File: config.mk
export PLATFORM = sky130hd
export DESIGN_NAME = printf_integer_formatter_unit
export DESIGN_NICKNAME = d
export VERILOG_FILES = /design/src/rtl/pif_pkg.sv /design/src/rtl/printf_integer_formatter_unit.sv /design/src/rtl/pif_front.sv /design/src/rtl/pif_queue.sv /design/src/rtl/pif_back.sv
export SDC_FILE = /design/constraint.sdc
export NUM_CORES = 1
export LEC_CHECK = 0
export ABC_AREA = 1
export BUFFER_PORTS_ARGS = -buffer_cell sky130_fd_sc_hd__buf_2
export CAP_MARGIN = 25
export CORE_ASPECT_RATIO = 0.7
export CORE_MARGIN = 1.5
export CORE_UTILIZATION = 57
export CTS_BUF_LIST = sky130_fd_sc_hd__clkbuf_16
export DETAILED_ROUTE_END_ITERATION = 7
export MAX_ROUTING_LAYER = met4
export PLACE_DENSITY = 0.77
export SLEW_MARGIN = 20
export SYNTH_ARGS = -nofsm -noshare
export SYNTH_HDL_FRONTEND = slang
export SYNTH_SLANG_ARGS = --single-unit
File: constraint.sdc
create_clock -name clk -period 11.5 [get_ports clk]
set_input_delay 2.3 -clock clk [delete_from_list [all_inputs] [get_ports clk]]
set_output_delay 2.3 -clock clk [all_outputs]
set_load 0.03 [all_outputs]
File: src/rtl/pif_pkg.sv
// ----------------------------------------------------------------------------
// pif_pkg: shared types and helpers of the integer text formatter
// Register codes, conversion codes, the front-to-back command record and the
// character lookup used by the back end.
// ----------------------------------------------------------------------------
package pif_pkg;

  localparam int MAX_FIELD_DEF = 64;
  localparam int QDEPTH_DEF    = 2;
  localparam int NDIG          = 22;  // enough for 64 bits in octal
  localparam int LEN_W         = 7;   // lengths up to 64

  // register indexes
  localparam logic [2:0] REG_CONV  = 3'd0;
  localparam logic [2:0] REG_SIZE  = 3'd1;
  localparam logic [2:0] REG_FLAGS = 3'd2;
  localparam logic [2:0] REG_WIDTH = 3'd3;
  localparam logic [2:0] REG_PREC  = 3'd4;

  // conversion codes
  localparam logic [2:0] CONV_SDEC = 3'd0;
  localparam logic [2:0] CONV_UDEC = 3'd1;
  localparam logic [2:0] CONV_HEXL = 3'd2;
  localparam logic [2:0] CONV_HEXU = 3'd3;
  localparam logic [2:0] CONV_OCT  = 3'd4;
  localparam logic [2:0] CONV_PTR  = 3'd5;

  // size codes
  localparam logic [1:0] SIZE_SHORT = 2'd0;
  localparam logic [1:0] SIZE_INT   = 2'd1;

  // flag bit positions
  localparam int FLAG_LEFT = 0;
  localparam int FLAG_ZPAD = 1;
  localparam int FLAG_PLUS = 2;
  localparam int FLAG_SPC  = 3;
  localparam int FLAG_ALT  = 4;

  typedef struct packed {
    logic [2:0]        conv;
    logic [1:0]        size;
    logic [4:0]        flags;
    logic [LEN_W-1:0]  width;
    logic signed [6:0] prec;
  } cfg_t;

  typedef logic [NDIG-1:0][3:0] digs_t;

  typedef struct packed {
    digs_t            digs;
    logic [4:0]       ndig;
    logic             upper;
    logic             has_sign;
    logic [7:0]       sign_ch;
    logic             has_pfx;
    logic [7:0]       pfx_ch;
    logic             nil;
    logic [LEN_W-1:0] zeros;
    logic [LEN_W-1:0] lead_pad;
    logic [LEN_W-1:0] trail_pad;
    logic [LEN_W-1:0] total;
  } cmd_t;

  function automatic logic [7:0] digit_char(input logic [3:0] d, input logic upper);
    logic [7:0] c;
    if (d < 4'd10) c = 8'h30 + {4'd0, d};
    else if (upper) c = 8'h41 + {4'd0, d} - 8'd10;
    else c = 8'h61 + {4'd0, d} - 8'd10;
    return c;
  endfunction

endpackage

File: src/rtl/printf_integer_formatter_unit.sv
// ----------------------------------------------------------------------------
// printf_integer_formatter_unit: printf-style integer text generator
// Formats a 64-bit argument as %d %u %x %X %o or %p text, one character per
// output transfer, with width, precision, sign, alternate and pad rules.
// ----------------------------------------------------------------------------
// Conversion: decimal values pass S_LOAD, the double-dabble loop in S_CONV
//   (two bits per step), S_FIN1 and S_FIN2; hex, octal and pointer skip the
//   loop. The command then passes the queue and the registered output stage.
// Throughput: one character per cycle unless out_stall holds it; a new value is
//   taken once the last is queued; the double-dabble loop or the output lane sets it.
// Reset (rst, synchronous): registers return to their defaults, the queue and
//   both sequencers empty; no clearing pass.
module printf_integer_formatter_unit #(
  parameter int MAX_FIELD = pif_pkg::MAX_FIELD_DEF,
  parameter int QDEPTH    = pif_pkg::QDEPTH_DEF
) (
  input  logic        clk,
  input  logic        rst,
  // configuration port
  input  logic        psel,
  input  logic        penable,
  input  logic        pwrite,
  input  logic [4:0]  paddr,
  input  logic [31:0] pwdata,
  output logic [31:0] prdata,
  output logic        pready,
  // input channel
  input  logic        in_valid,
  output logic        in_stall,
  input  logic [63:0] raw_value,
  // output channel
  output logic        out_valid,
  input  logic        out_stall,
  output logic [7:0]  out_char,
  output logic        is_last,
  output logic        is_empty
);
  import pif_pkg::*;

  cfg_t        cfg;
  logic [2:0]  reg_idx;
  logic        wr_en;
  logic [6:0]  wdat7;

  cmd_t        push_cmd, head_cmd;
  logic        push, pop, q_full, q_empty;

  // Register file. Field width and precision are clamped as they are written
  // so that no field can grow past MAX_FIELD characters.
  assign pready  = 1'b1;
  assign reg_idx = paddr[4:2];
  assign wr_en   = psel && penable && pwrite;
  assign wdat7   = pwdata[6:0];

  always_ff @(posedge clk) begin
    if (rst) begin
      cfg.conv  <= CONV_SDEC;
      cfg.size  <= SIZE_INT;
      cfg.flags <= '0;
      cfg.width <= '0;
      cfg.prec  <= -7'sd1;
    end else if (wr_en) begin
      case (reg_idx)
        REG_CONV:  cfg.conv  <= pwdata[2:0];
        REG_SIZE:  cfg.size  <= pwdata[1:0];
        REG_FLAGS: cfg.flags <= pwdata[4:0];
        REG_WIDTH: cfg.width <= (wdat7 > 7'(MAX_FIELD)) ? 7'(MAX_FIELD) : wdat7;
        REG_PREC: begin
          // negative means no precision given
          if (wdat7[6])                      cfg.prec <= -7'sd1;
          else if (wdat7 > 7'(MAX_FIELD - 2)) cfg.prec <= 7'(MAX_FIELD - 2);
          else                               cfg.prec <= wdat7;
        end
        default: ;
      endcase
    end
  end

  always_comb begin
    case (reg_idx)
      REG_CONV:  prdata = {29'd0, cfg.conv};
      REG_SIZE:  prdata = {30'd0, cfg.size};
      REG_FLAGS: prdata = {27'd0, cfg.flags};
      REG_WIDTH: prdata = {25'd0, cfg.width};
      REG_PREC:  prdata = {{25{cfg.prec[6]}}, cfg.prec};
      default:   prdata = '0;
    endcase
  end

  // Front end: narrow, sign and split the value into digits, then size the
  // pad, sign, prefix, zero and digit segments of the field.
  pif_front u_front (
    .clk       (clk),
    .rst       (rst),
    .cfg       (cfg),
    .in_valid  (in_valid),
    .in_stall  (in_stall),
    .raw_value (raw_value),
    .push      (push),
    .push_cmd  (push_cmd),
    .q_full    (q_full)
  );

  // Command queue: lets the next value convert while text still drains.
  pif_queue #(.DEPTH(QDEPTH)) u_queue (
    .clk    (clk),
    .rst    (rst),
    .push   (push),
    .wr_cmd (push_cmd),
    .pop    (pop),
    .rd_cmd (head_cmd),
    .full   (q_full),
    .empty  (q_empty)
  );

  // Back end: walk the segments and drive one character per transfer from
  // a registered output stage.
  pif_back u_back (
    .clk       (clk),
    .rst       (rst),
    .head_cmd  (head_cmd),
    .q_empty   (q_empty),
    .pop       (pop),
    .out_valid (out_valid),
    .out_stall (out_stall),
    .out_char  (out_char),
    .is_last   (is_last),
    .is_empty  (is_empty)
  );

endmodule

File: src/rtl/pif_front.sv
// ----------------------------------------------------------------------------
// pif_front: accept a raw value and turn it into a formatting command
// Narrow and sign the value, split it into digits and size every segment.
// ----------------------------------------------------------------------------
module pif_front (
  input  logic           clk,
  input  logic           rst,
  input  pif_pkg::cfg_t  cfg,
  input  logic           in_valid,
  output logic           in_stall,
  input  logic [63:0]    raw_value,
  output logic           push,
  output pif_pkg::cmd_t  push_cmd,
  input  logic           q_full
);
  import pif_pkg::*;

  typedef enum logic [2:0] {S_IDLE, S_LOAD, S_CONV, S_FIN1, S_FIN2} state_t;

  state_t      state;
  logic [2:0]  mode;
  logic [63:0] mag;
  logic [63:0] sh;
  logic        has_sign;
  logic [7:0]  sign_ch;
  logic        nil;
  digs_t       digs;
  logic [4:0]  ndig;
  logic [4:0]  ndig_next;
  logic [4:0]  cnt;

  logic [2:0]  mode_in;
  logic [63:0] val_in;
  logic [63:0] mag_in;
  logic        neg_in;

  // one double-dabble bit: adjust then shift in
  function automatic digs_t dabble(input digs_t d, input logic b);
    logic [NDIG*4-1:0] f;
    for (int i = 0; i < NDIG; i++) begin
      if (d[i] >= 4'd5) d[i] = d[i] + 4'd3;
    end
    f = d;
    f = {f[NDIG*4-2:0], b};
    return digs_t'(f);
  endfunction

  always_comb begin
    mode_in = (cfg.conv > CONV_PTR) ? CONV_SDEC : cfg.conv;
    if (mode_in == CONV_PTR) val_in = raw_value;
    else if (cfg.size == SIZE_SHORT)
      val_in = (mode_in == CONV_SDEC) ? {{48{raw_value[15]}}, raw_value[15:0]}
                                      : {48'd0, raw_value[15:0]};
    else if (cfg.size == SIZE_INT)
      val_in = (mode_in == CONV_SDEC) ? {{32{raw_value[31]}}, raw_value[31:0]}
                                      : {32'd0, raw_value[31:0]};
    else val_in = raw_value;
    neg_in = (mode_in == CONV_SDEC) && val_in[63];
    mag_in = neg_in ? (64'd0 - val_in) : val_in;
  end

  assign in_stall = (state != S_IDLE);

  // digit count: highest nonzero digit, none for a zero value at precision 0
  always_comb begin
    ndig_next = 5'd1;
    for (int i = 1; i < NDIG; i++) begin
      if (digs[i] != 4'd0) ndig_next = 5'(i + 1);
    end
    if (cfg.prec == 7'sd0 && mag == 64'd0) ndig_next = 5'd0;
  end

  // segment sizing
  logic             prec_given;
  logic [7:0]       zeros8, body8, tot8, pad8;
  logic             has_pfx, zfill, left, alt, mag_zero;

  always_comb begin
    left       = cfg.flags[FLAG_LEFT];
    alt        = cfg.flags[FLAG_ALT];
    mag_zero   = (mag == 64'd0);
    prec_given = !cfg.prec[6];
    zeros8 = 8'd0;
    if (prec_given && ({1'b0, cfg.prec} > {3'd0, ndig}))
      zeros8 = {1'b0, cfg.prec} - {3'd0, ndig};
    if (mode == CONV_OCT && alt && !(zeros8 != 8'd0 || (ndig != 5'd0 && mag_zero)))
      zeros8 = zeros8 + 8'd1;
    has_pfx = !nil && (mode == CONV_PTR ||
              (alt && !mag_zero && (mode == CONV_HEXL || mode == CONV_HEXU)));
    body8 = {7'd0, has_sign} + (has_pfx ? 8'd2 : 8'd0);
    tot8  = nil ? 8'd5 : (body8 + zeros8 + {3'd0, ndig});
    pad8  = ({1'b0, cfg.width} > tot8) ? ({1'b0, cfg.width} - tot8) : 8'd0;
    zfill = !nil && !left && cfg.flags[FLAG_ZPAD] && !prec_given;

    push_cmd.digs      = digs;
    push_cmd.ndig      = nil ? 5'd0 : ndig;
    push_cmd.upper     = (mode == CONV_HEXU);
    push_cmd.has_sign  = has_sign && !nil;
    push_cmd.sign_ch   = sign_ch;
    push_cmd.has_pfx   = has_pfx;
    push_cmd.pfx_ch    = (mode == CONV_HEXU) ? 8'h58 : 8'h78;
    push_cmd.nil       = nil;
    push_cmd.zeros     = nil ? '0 : (zfill ? LEN_W'(zeros8 + pad8) : LEN_W'(zeros8));
    push_cmd.lead_pad  = (!left && !zfill) ? LEN_W'(pad8) : '0;
    push_cmd.trail_pad = left ? LEN_W'(pad8) : '0;
    push_cmd.total     = LEN_W'(tot8 + pad8);
  end

  assign push = (state == S_FIN2) && !q_full;

  always_ff @(posedge clk) begin
    if (rst) begin
      state <= S_IDLE;
    end else begin
      case (state)
        S_IDLE: begin
          if (in_valid) begin
            mode     <= mode_in;
            mag      <= mag_in;
            nil      <= (mode_in == CONV_PTR) && (raw_value == 64'd0);
            has_sign <= neg_in || ((mode_in == CONV_SDEC) &&
                        (cfg.flags[FLAG_PLUS] || cfg.flags[FLAG_SPC]));
            sign_ch  <= neg_in ? 8'h2D : (cfg.flags[FLAG_PLUS] ? 8'h2B : 8'h20);
            state    <= S_LOAD;
          end
        end
        S_LOAD: begin
          if (mode == CONV_SDEC || mode == CONV_UDEC) begin
            digs  <= '0;
            sh    <= mag;
            cnt   <= '0;
            state <= S_CONV;
          end else begin
            for (int i = 0; i < NDIG; i++) begin
              if (mode == CONV_OCT) begin
                if (i < 21) digs[i] <= {1'b0, mag[3*i +: 3]};
                else        digs[i] <= {3'd0, mag[63]};
              end else begin
                if (i < 16) digs[i] <= mag[4*i +: 4];
                else        digs[i] <= 4'd0;
              end
            end
            state <= S_FIN1;
          end
        end
        S_CONV: begin
          // two bits a cycle
          digs <= dabble(dabble(digs, sh[63]), sh[62]);
          sh   <= {sh[61:0], 2'b00};
          cnt  <= cnt + 5'd1;
          if (cnt == 5'd31) state <= S_FIN1;
        end
        S_FIN1: begin
          ndig  <= ndig_next;
          state <= S_FIN2;
        end
        S_FIN2: begin
          if (!q_full) state <= S_IDLE;
        end
        default: state <= S_IDLE;
      endcase
    end
  end

endmodule

File: src/rtl/pif_queue.sv
// ----------------------------------------------------------------------------
// pif_queue: short command queue between front and back end
// Holds formatting commands so that either side can stall on its own.
// ----------------------------------------------------------------------------
module pif_queue #(
  parameter int DEPTH = pif_pkg::QDEPTH_DEF
) (
  input  logic          clk,
  input  logic          rst,
  input  logic          push,
  input  pif_pkg::cmd_t wr_cmd,
  input  logic          pop,
  output pif_pkg::cmd_t rd_cmd,
  output logic          full,
  output logic          empty
);
  import pif_pkg::*;

  localparam int PW = (DEPTH > 1) ? $clog2(DEPTH) : 1;
  localparam int CW = $clog2(DEPTH + 1);

  cmd_t          mem [DEPTH];
  logic [PW-1:0] wr_ptr, rd_ptr;
  logic [CW-1:0] count;

  assign full   = (count == CW'(DEPTH));
  assign empty  = (count == '0);
  assign rd_cmd = mem[rd_ptr];

  always_ff @(posedge clk) begin
    if (push && !full) mem[wr_ptr] <= wr_cmd;
  end

  always_ff @(posedge clk) begin
    if (rst) begin
      wr_ptr <= '0;
      rd_ptr <= '0;
      count  <= '0;
    end else begin
      if (push && !full)
        wr_ptr <= (wr_ptr == PW'(DEPTH - 1)) ? '0 : wr_ptr + PW'(1);
      if (pop && !empty)
        rd_ptr <= (rd_ptr == PW'(DEPTH - 1)) ? '0 : rd_ptr + PW'(1);
      count <= count + CW'(push && !full) - CW'(pop && !empty);
    end
  end

  a_count_range: assert property (@(posedge clk) disable iff (rst)
    count <= CW'(DEPTH))
    else $error("queue count beyond depth");

endmodule

File: src/rtl/pif_back.sv
// ----------------------------------------------------------------------------
// pif_back: emit the text of one command, one character a cycle unless stalled
// Walk the segments of the field and drive the registered output.
// ----------------------------------------------------------------------------
module pif_back (
  input  logic          clk,
  input  logic          rst,
  input  pif_pkg::cmd_t head_cmd,
  input  logic          q_empty,
  output logic          pop,
  output logic          out_valid,
  input  logic          out_stall,
  output logic [7:0]    out_char,
  output logic          is_last,
  output logic          is_empty
);
  import pif_pkg::*;

  typedef enum logic [1:0] {B_IDLE, B_RUN, B_EMPTY} state_t;
  typedef enum logic [2:0] {
    P_LEAD, P_NIL, P_SIGN, P_PFX0, P_PFX1, P_ZERO, P_DIG, P_TRAIL
  } phase_t;

  state_t           state;
  phase_t           phase;
  cmd_t             cur;
  logic [LEN_W-1:0] cnt;
  logic [LEN_W-1:0] rem;

  function automatic logic [LEN_W-1:0] plen(input cmd_t c, input phase_t p);
    logic [LEN_W-1:0] n;
    case (p)
      P_LEAD:  n = c.lead_pad;
      P_NIL:   n = c.nil ? LEN_W'(5) : '0;
      P_SIGN:  n = LEN_W'(c.has_sign);
      P_PFX0:  n = LEN_W'(c.has_pfx);
      P_PFX1:  n = LEN_W'(c.has_pfx);
      P_ZERO:  n = c.zeros;
      P_DIG:   n = LEN_W'(c.ndig);
      P_TRAIL: n = c.trail_pad;
      default: n = '0;
    endcase
    return n;
  endfunction

  function automatic phase_t first_ph(input cmd_t c, input int start);
    phase_t p;
    logic   found;
    p = P_TRAIL;
    found = 1'b0;
    for (int k = 0; k < 8; k++) begin
      if (!found && k >= start && plen(c, phase_t'(3'(k))) != '0) begin
        p = phase_t'(3'(k));
        found = 1'b1;
      end
    end
    return p;
  endfunction

  logic [7:0]       ch;
  logic [LEN_W-1:0] didx;
  logic             can_load;

  always_comb begin
    didx = LEN_W'(cur.ndig) - LEN_W'(1) - cnt;
    case (phase)
      P_SIGN:  ch = cur.sign_ch;
      P_PFX0:  ch = 8'h30;
      P_PFX1:  ch = cur.pfx_ch;
      P_ZERO:  ch = 8'h30;
      P_DIG:   ch = digit_char(cur.digs[didx[4:0]], cur.upper);
      P_NIL: begin
        case (cnt[2:0])
          3'd0:    ch = 8'h28;
          3'd1:    ch = 8'h6E;
          3'd2:    ch = 8'h69;
          3'd3:    ch = 8'h6C;
          default: ch = 8'h29;
        endcase
      end
      default: ch = 8'h20;
    endcase
  end

  assign can_load = !out_valid || !out_stall;
  assign pop      = (state == B_IDLE) && !q_empty;

  always_ff @(posedge clk) begin
    if (rst) begin
      state     <= B_IDLE;
      out_valid <= 1'b0;
    end else begin
      case (state)
        B_IDLE: begin
          if (can_load) out_valid <= 1'b0;
          if (!q_empty) begin
            cur   <= head_cmd;
            cnt   <= '0;
            rem   <= head_cmd.total;
            phase <= first_ph(head_cmd, 0);
            state <= (head_cmd.total == '0) ? B_EMPTY : B_RUN;
          end
        end
        B_RUN: begin
          if (can_load) begin
            out_valid <= 1'b1;
            out_char  <= ch;
            is_last   <= (rem == LEN_W'(1));
            is_empty  <= 1'b0;
            rem       <= rem - LEN_W'(1);
            if (rem == LEN_W'(1)) state <= B_IDLE;
            else if (cnt + LEN_W'(1) < plen(cur, phase)) cnt <= cnt + LEN_W'(1);
            else begin
              cnt   <= '0;
              phase <= first_ph(cur, int'(phase) + 1);
            end
          end
        end
        B_EMPTY: begin
          if (can_load) begin
            out_valid <= 1'b1;
            out_char  <= 8'h00;
            is_last   <= 1'b1;
            is_empty  <= 1'b1;
            state     <= B_IDLE;
          end
        end
        default: begin
          if (can_load) out_valid <= 1'b0;
          state <= B_IDLE;
        end
      endcase
    end
  end

  a_empty_form: assert property (@(posedge clk) disable iff (rst)
    out_valid && is_empty |-> is_last && out_char == 8'h00)
    else $error("empty result malformed");

  a_rem_live: assert property (@(posedge clk) disable iff (rst)
    state == B_RUN |-> rem != '0)
    else $error("running with nothing left");

  a_cnt_in_phase: assert property (@(posedge clk) disable iff (rst)
    state == B_RUN |-> cnt < plen(cur, phase))
    else $error("segment counter past segment");

endmodule

; Yosys cells after proc, flatten, opt, wreduce, memory -nomap -nowiden
; Memories as Yosys holds them, arrays and structs flattened. A register that Yosys moved wholly into a read port is not among the register bits.
; Cells that the tools add are included.
[word_totals]
in_bits = 108
mem_count = 1
ff_bits = 434
word_cells = 756
ramBits = 278
output_inout_bits = 45
[op_classes]
bitwise = 2
n_eq_ne = 40
add_sub_neg = 68
mux = 354
magnitude_cmp = 60
reduce_logical = 150
[mem_list]
columns = memory, words, word_bits, read_ports, rd_clocked_by_memory_dff, wr, line_no
row1 = u_queue.mem, 2, 139, 1, 1, 1, pif_queue.sv:22  ; cmd_t mem [DEPTH];
[op_table]
columns = op, count
row1 = 2-to-1 mux 7 bit, 73
row2 = 2-to-1 mux 64 bit, 7
row3 = 2-to-1 mux 4 bit, 110
row4 = ">= comparator 4 x 3 -> 1 bit, second input constant", 44
row5 = case mux 88 bit (2 select lines), 1
row6 = "adder 4 x 2 -> 4 bit, second input constant", 42
row7 = case mux 32 bit (5 select lines), 1
row8 = ">= comparator 4 x 32 -> 1 bit, first input constant", 4
row9 = logical NOT 64 bit, 2
row10 = case mux 64 bit (2 select lines), 1
row11 = 2-to-1 mux 3 bit, 39
row12 = nonzero test 7 bit, 14
row13 = 2-to-1 mux 88 bit, 1
row14 = nonzero test 4 bit, 21
row15 = 2-to-1 mux 1 bit, 82
row16 = ">= comparator 3 x 32 -> 1 bit, first input constant", 2
row17 = "subtractor 1 x 64 -> 64 bit, first input constant", 1
row18 = 2-to-1 mux 8 bit, 7
row19 = case mux 7 bit (7 select lines), 1
row20 = 2-to-1 mux 5 bit, 9
row21 = logical AND 1 bit, 44
row22 = case mux 8 bit (5 select lines), 1
row23 = ">= comparator 1 x 32 -> 1 bit, first input constant", 1
row24 = ">= comparator 2 x 32 -> 1 bit, first input constant", 1
row25 = 65 further kinds, 165

; Depth between registers and ports, before layout
[logic_depth]
depth_word = 83
depth_mapped = 48
ltp_nobuf = 48

; Cells and area by module
; A second synthesis with hierarchy kept.
[hier_totals]
hier_cells = 3872
area_unflattened_um2 = 39096.2
[modules_own_cells]
columns = module, area_per_inst_um2, seq_area_each_um2, cells_per_inst, n_inst
row1 = pif_front, 19089.6, 7086.8, 2476, 1
row2 = pif_queue, 10797.9, 8568.2, 478, 1
row3 = pif_back, 7850.0, 4894.7, 726, 1
row4 = printf_integer_formatter_unit, 1358.8, 480.5, 192, 1

; Least setup slack after synthesis
; Ideal clock, no wire load.
[synth_timing]
kind = input-to-reg
from = input rst
to = register u_back.cur[100] (netlist bit), enable pin
path_buffers = 1
stages = 2
arrival_time_ns = 10.839
t_required_ns = 10.748
setup_ns = 0.752
path_slack_ns = -0.092
path_cell_list = clkbuf_1 > nor3_1
[synth_between]
elab_chain_cells = 2
[synth_rtl]
columns = item, line_no
row1 = from (decl), printf_integer_formatter_unit.sv:18  ; input logic rst,
row2 = NOT 1 bit (no source line), n/a
row3 = AND reduction 3 bit (no source line), n/a
row4 = to (signal assigned), pif_back.sv:97  ; cur <= head_cmd;
row5 = to (decl), pif_back.sv:26  ; cmd_t cur;
; No other way between the ends.
; A chain may end at the register's enable or synchronous reset.

==> results_dict.tcl <==
set metrics [dict create \
    antenna_found_initial 1 \
    crit_path_end_kind "flip-flop" \
    max_stage_delay_ns 0.81 \
    synthTopCellsByArea "edfxtp_1 53%, nand2_1 6.5%, ha_1 5.4%" \
    drv_slew 0 \
    row_count 77 \
    worstPathRequired_ns 11.79 \
    drc 0 \
    utilization 0.630 \
    fin_crit_ns 7.45 \
    grt_pass1_vias 23900 \
    nets 4037 \
    ys_types 65 \
    drive_gt1_frac 0.120 \
    clockRootBuffer "clkbuf_16" \
    worst_pin_slew_ns 1.06 \
    die_x_um 304 \
    grt_overflow 0 \
    synth_ff_type "edfxtp_1" \
    clockBufferDepth 3 \
    pin_count 153 \
    grt_max_degree 73 \
    finalHoldViolations 0 \
    critPathLaunchType "flip-flop" \
    drt_iter0_drc 2902 \
    synth_area_sq_mm 0.0362 \
    nFillCells 4993 \
    post-dp-hpwl_mm 60.5 \
    die_h_um 214 \
    leakage_nw 16.0 \
    portBuffers 123 \
    top_usage_layer "met1" \
    regToRegStartpoint "u_front.mode[0]" \
    cts.sinks 675 \
    first_pass_iters 6 \
    setup_tns_ns 0 \
    met1_usage 0.419 \
    setup_viol 0 \
    gp_congestion 0.918 \
    wl_per_cell_um 18.7 \
    routed_via_density 5.68 \
    yosysWarningCount 0 \
    power_density_mw_per_mm2 229 \
    cts_buffers 67 \
    clock_latency_ns 0.62 \
    worstSetupStartpoint "u_front.mode[0]" \
    syn_to_final_growth_pct 9.60 \
    critPathBufInv 8 \
    worstPathArrival_ns 7.74 \
    cp_top_family "simple AND/OR/NAND/NOR gates" \
    min_from "u_front.push_cmd[78]" \
    path_class "flip-flop to flip-flop" \
    fmax_ghz 0.134 \
    rsz0062_at_grt "no" \
    synth_cells 3667 \
    grt_usage 0.270 \
    met2_usage 0.363 \
    cts_setup_buffers 0 \
    cts.clk_slew.worst_paths_ns 0.06 \
    drv_cap 0 \
    die-area_sq_mm 0.0651 \
    initial_utilization 0.575 \
    cp_common_cell "nand2_1" \
    synthesis.nets 3938 \
    synth_seq_cells 675 \
    core_sq_mm 0.0630 \
    synth-edff-count 640 \
    skew_ns 0.0262 \
    cts_tree "built" \
    cp_slowest_cell "inv_2" \
    htreeDepth 3 \
    peakVddDrop_v 0.000122 \
    cts_resized 0 \
    async_reset_ff_frac 0 \
    run_status "completed" \
    maxSlewHeadroom 0.293 \
    grtUsageMet3 0.0566 \
    ys_seq_area_frac 0.550 \
    cts-hold-fix-buffers 0 \
    ant_nets 0 \
    timing.final.crit_share 0.648 \
    totalWireLength_mm 86.8 \
    cp_max_fo 62 \
    grt_pass1_wl_mm 133 \
    yosysTopAreaCellShare 0.530 \
    syn_avg_cell_area_sq_um 9.88 \
    vias 26400 \
    hp-class "flip-flop to flip-flop" \
    synth_top_cell_by_area "edfxtp_1" \
]
## power by group
group	internal (mW)	leakage [nW]	switching, mW
Sequential	3.33	6.14	0.339
Combinational	1.04	8.78	2.20
Clock	1.25	1.08	0.934
Total	5.62	16.0	3.48
## sequential cells by signal, summed over array words and instances (netlist names), 2 cells and up, named ones only
signal / cells
u_front.mag: 64
u_back.state: 2
u_back.rem: 7
u_back.out_char: 7
u_front.push_cmd: 88
u_back.cur: 122
u_front.sh: 64
u_back.phase: 3
cfg: 24
u_front.state: 3
u_front.mode: 3
u_front.ndig: 5
u_queue.mem: 258
u_queue.count: 2
u_front.cnt: 5
u_back.cnt: 7
u_front.sign_ch: 3
## cell families after synthesis
logic type	count (synthesis)	synth area share
muxes	123	0.0378
adders and majority gates	163	0.0575
AOI/OAI and AO/OA	623	0.0995
xor gates and xnor gates	130	0.0314
DFF	675	0.550
and+or+nand+nor	1357	0.158
other	2	0.000207
buffers and inverters	594	0.0656
## final cells by class
class | instances | area [sq um] | share of cell area
Antenna cell | 2 | 5.00 | 0.000126
Sequential cell | 675 | 19900 | 0.502
Clock buffer | 69 | 1730 | 0.0435
Multi-Input combinational cell | 2398 | 14000 | 0.353
Clock inverter | 48 | 435 | 0.0110
Inverter | 477 | 1790 | 0.0451
Tap cell | 829 | 1040 | 0.0261
Timing Repair Buffer | 147 | 796 | 0.0200
## worst register-to-register path: cells and delay by family, from the launching register on
kind | cells | cell delay, ns
adders and majority gates | 5 | 1.52
buffers and inverters | 8 | 1.73
AOI/OAI and AO/OA | 6 | 0.70
and+or+nand+nor | 21 | 2.75
DFF | 1 | 0.46
## synthesized netlist by cell type (3+ instances only)
master    number
a211oi_1       6
a21oi_1      135
a21oi_2        8
a221oi_1       4
a22o_1         5
a22oi_1        8
a31oi_1       13
buf_1          4
buf_2         16
buf_4         28
buf_6          3
clkbuf_1      66
clkinv_1       6
dfxtp_1       35
edfxtp_1     640
fa_1           6
ha_1         157
inv_1        458
inv_2         13
mux2_2       112
mux2i_1       11
nand2_1      629
nand2_2        6
nand3_1      138
nand3b_1       6
nand4_1       24
nor2_1       417
nor2_4         4
nor3_1        39
nor3b_1        9
nor4_1        27
o211ai_1      27
o21a_1         8
o21ai_0      270
o21ai_1       31
o21ai_2        8
o21bai_1       6
o221ai_1       4
o22ai_1       18
o31ai_1       60
or2_2         43
xnor2_1       38
xor2_1        92
## per-layer routing
metal	share of wire	vias to the layer above
met2	0.41	1129
met3	0.10	113
met5	0	-
met1	0.48	12400
met4	0.017	0
li1	-	12700
## final timing paths
check                       end  slack, ns  cells after the start
max          u_queue.mem[1][25]       4.05                     40
min reg2reg  u_queue.mem[0][72]       0.50                      0
max reg2reg  u_queue.mem[1][25]       4.05                     40
min          u_queue.mem[0][72]       0.50                      0
## cells in the final DEF, fill, tap and decap left out, drive strengths merged, types with 5 or more instances in the layout
master,synthesis,routed
o21ai,309,309
nor3b,10,10
nor3,39,39
nand2,635,635
mux2,112,112
o21bai,6,6
xor2,92,92
a31oi,13,13
mux2i,11,11
nor2,424,424
clkinv,6,27
o31ai,60,60
o211ai,27,27
xnor2,38,38
fa,6,6
inv,471,485
a22o,5,5
ha,157,157
nor4,27,27
clkinvlp,0,6
edfxtp,640,640
nand4,25,25
or2,44,44
nand3,141,141
dfxtp,35,35
o21a,8,8
a211oi,6,6
nand3b,6,6
bufinv,0,7
buf,51,147
o22ai,18,18
a22oi,8,8
clkbuf,66,69
a21oi,144,144
## stage by stage
| stage | instances | worst slack (ns) | hold slack [ns] | area, sq um | power, mW |
|---|---|---|---|---|---|
| after CTS | 4642 | 4.15 | 0.482 | 39700 | 9.07 |
| final | 4645 | 4.05 | 0.499 | 39700 | 9.10 |
| after global routing | 4643 | 3.43 | 0.509 | 39700 | 9.64 |
| after global placement | 4525 | 4.23 | 0.421 | 37500 | 6.77 |
| after detailed placement | 4525 | 4.21 | 0.449 | 37500 | 6.88 |
| after floorplan | 3667 | 3.68 | 0.421 | 36200 | 5.94 |
Power figures use the tool's default switching activity.
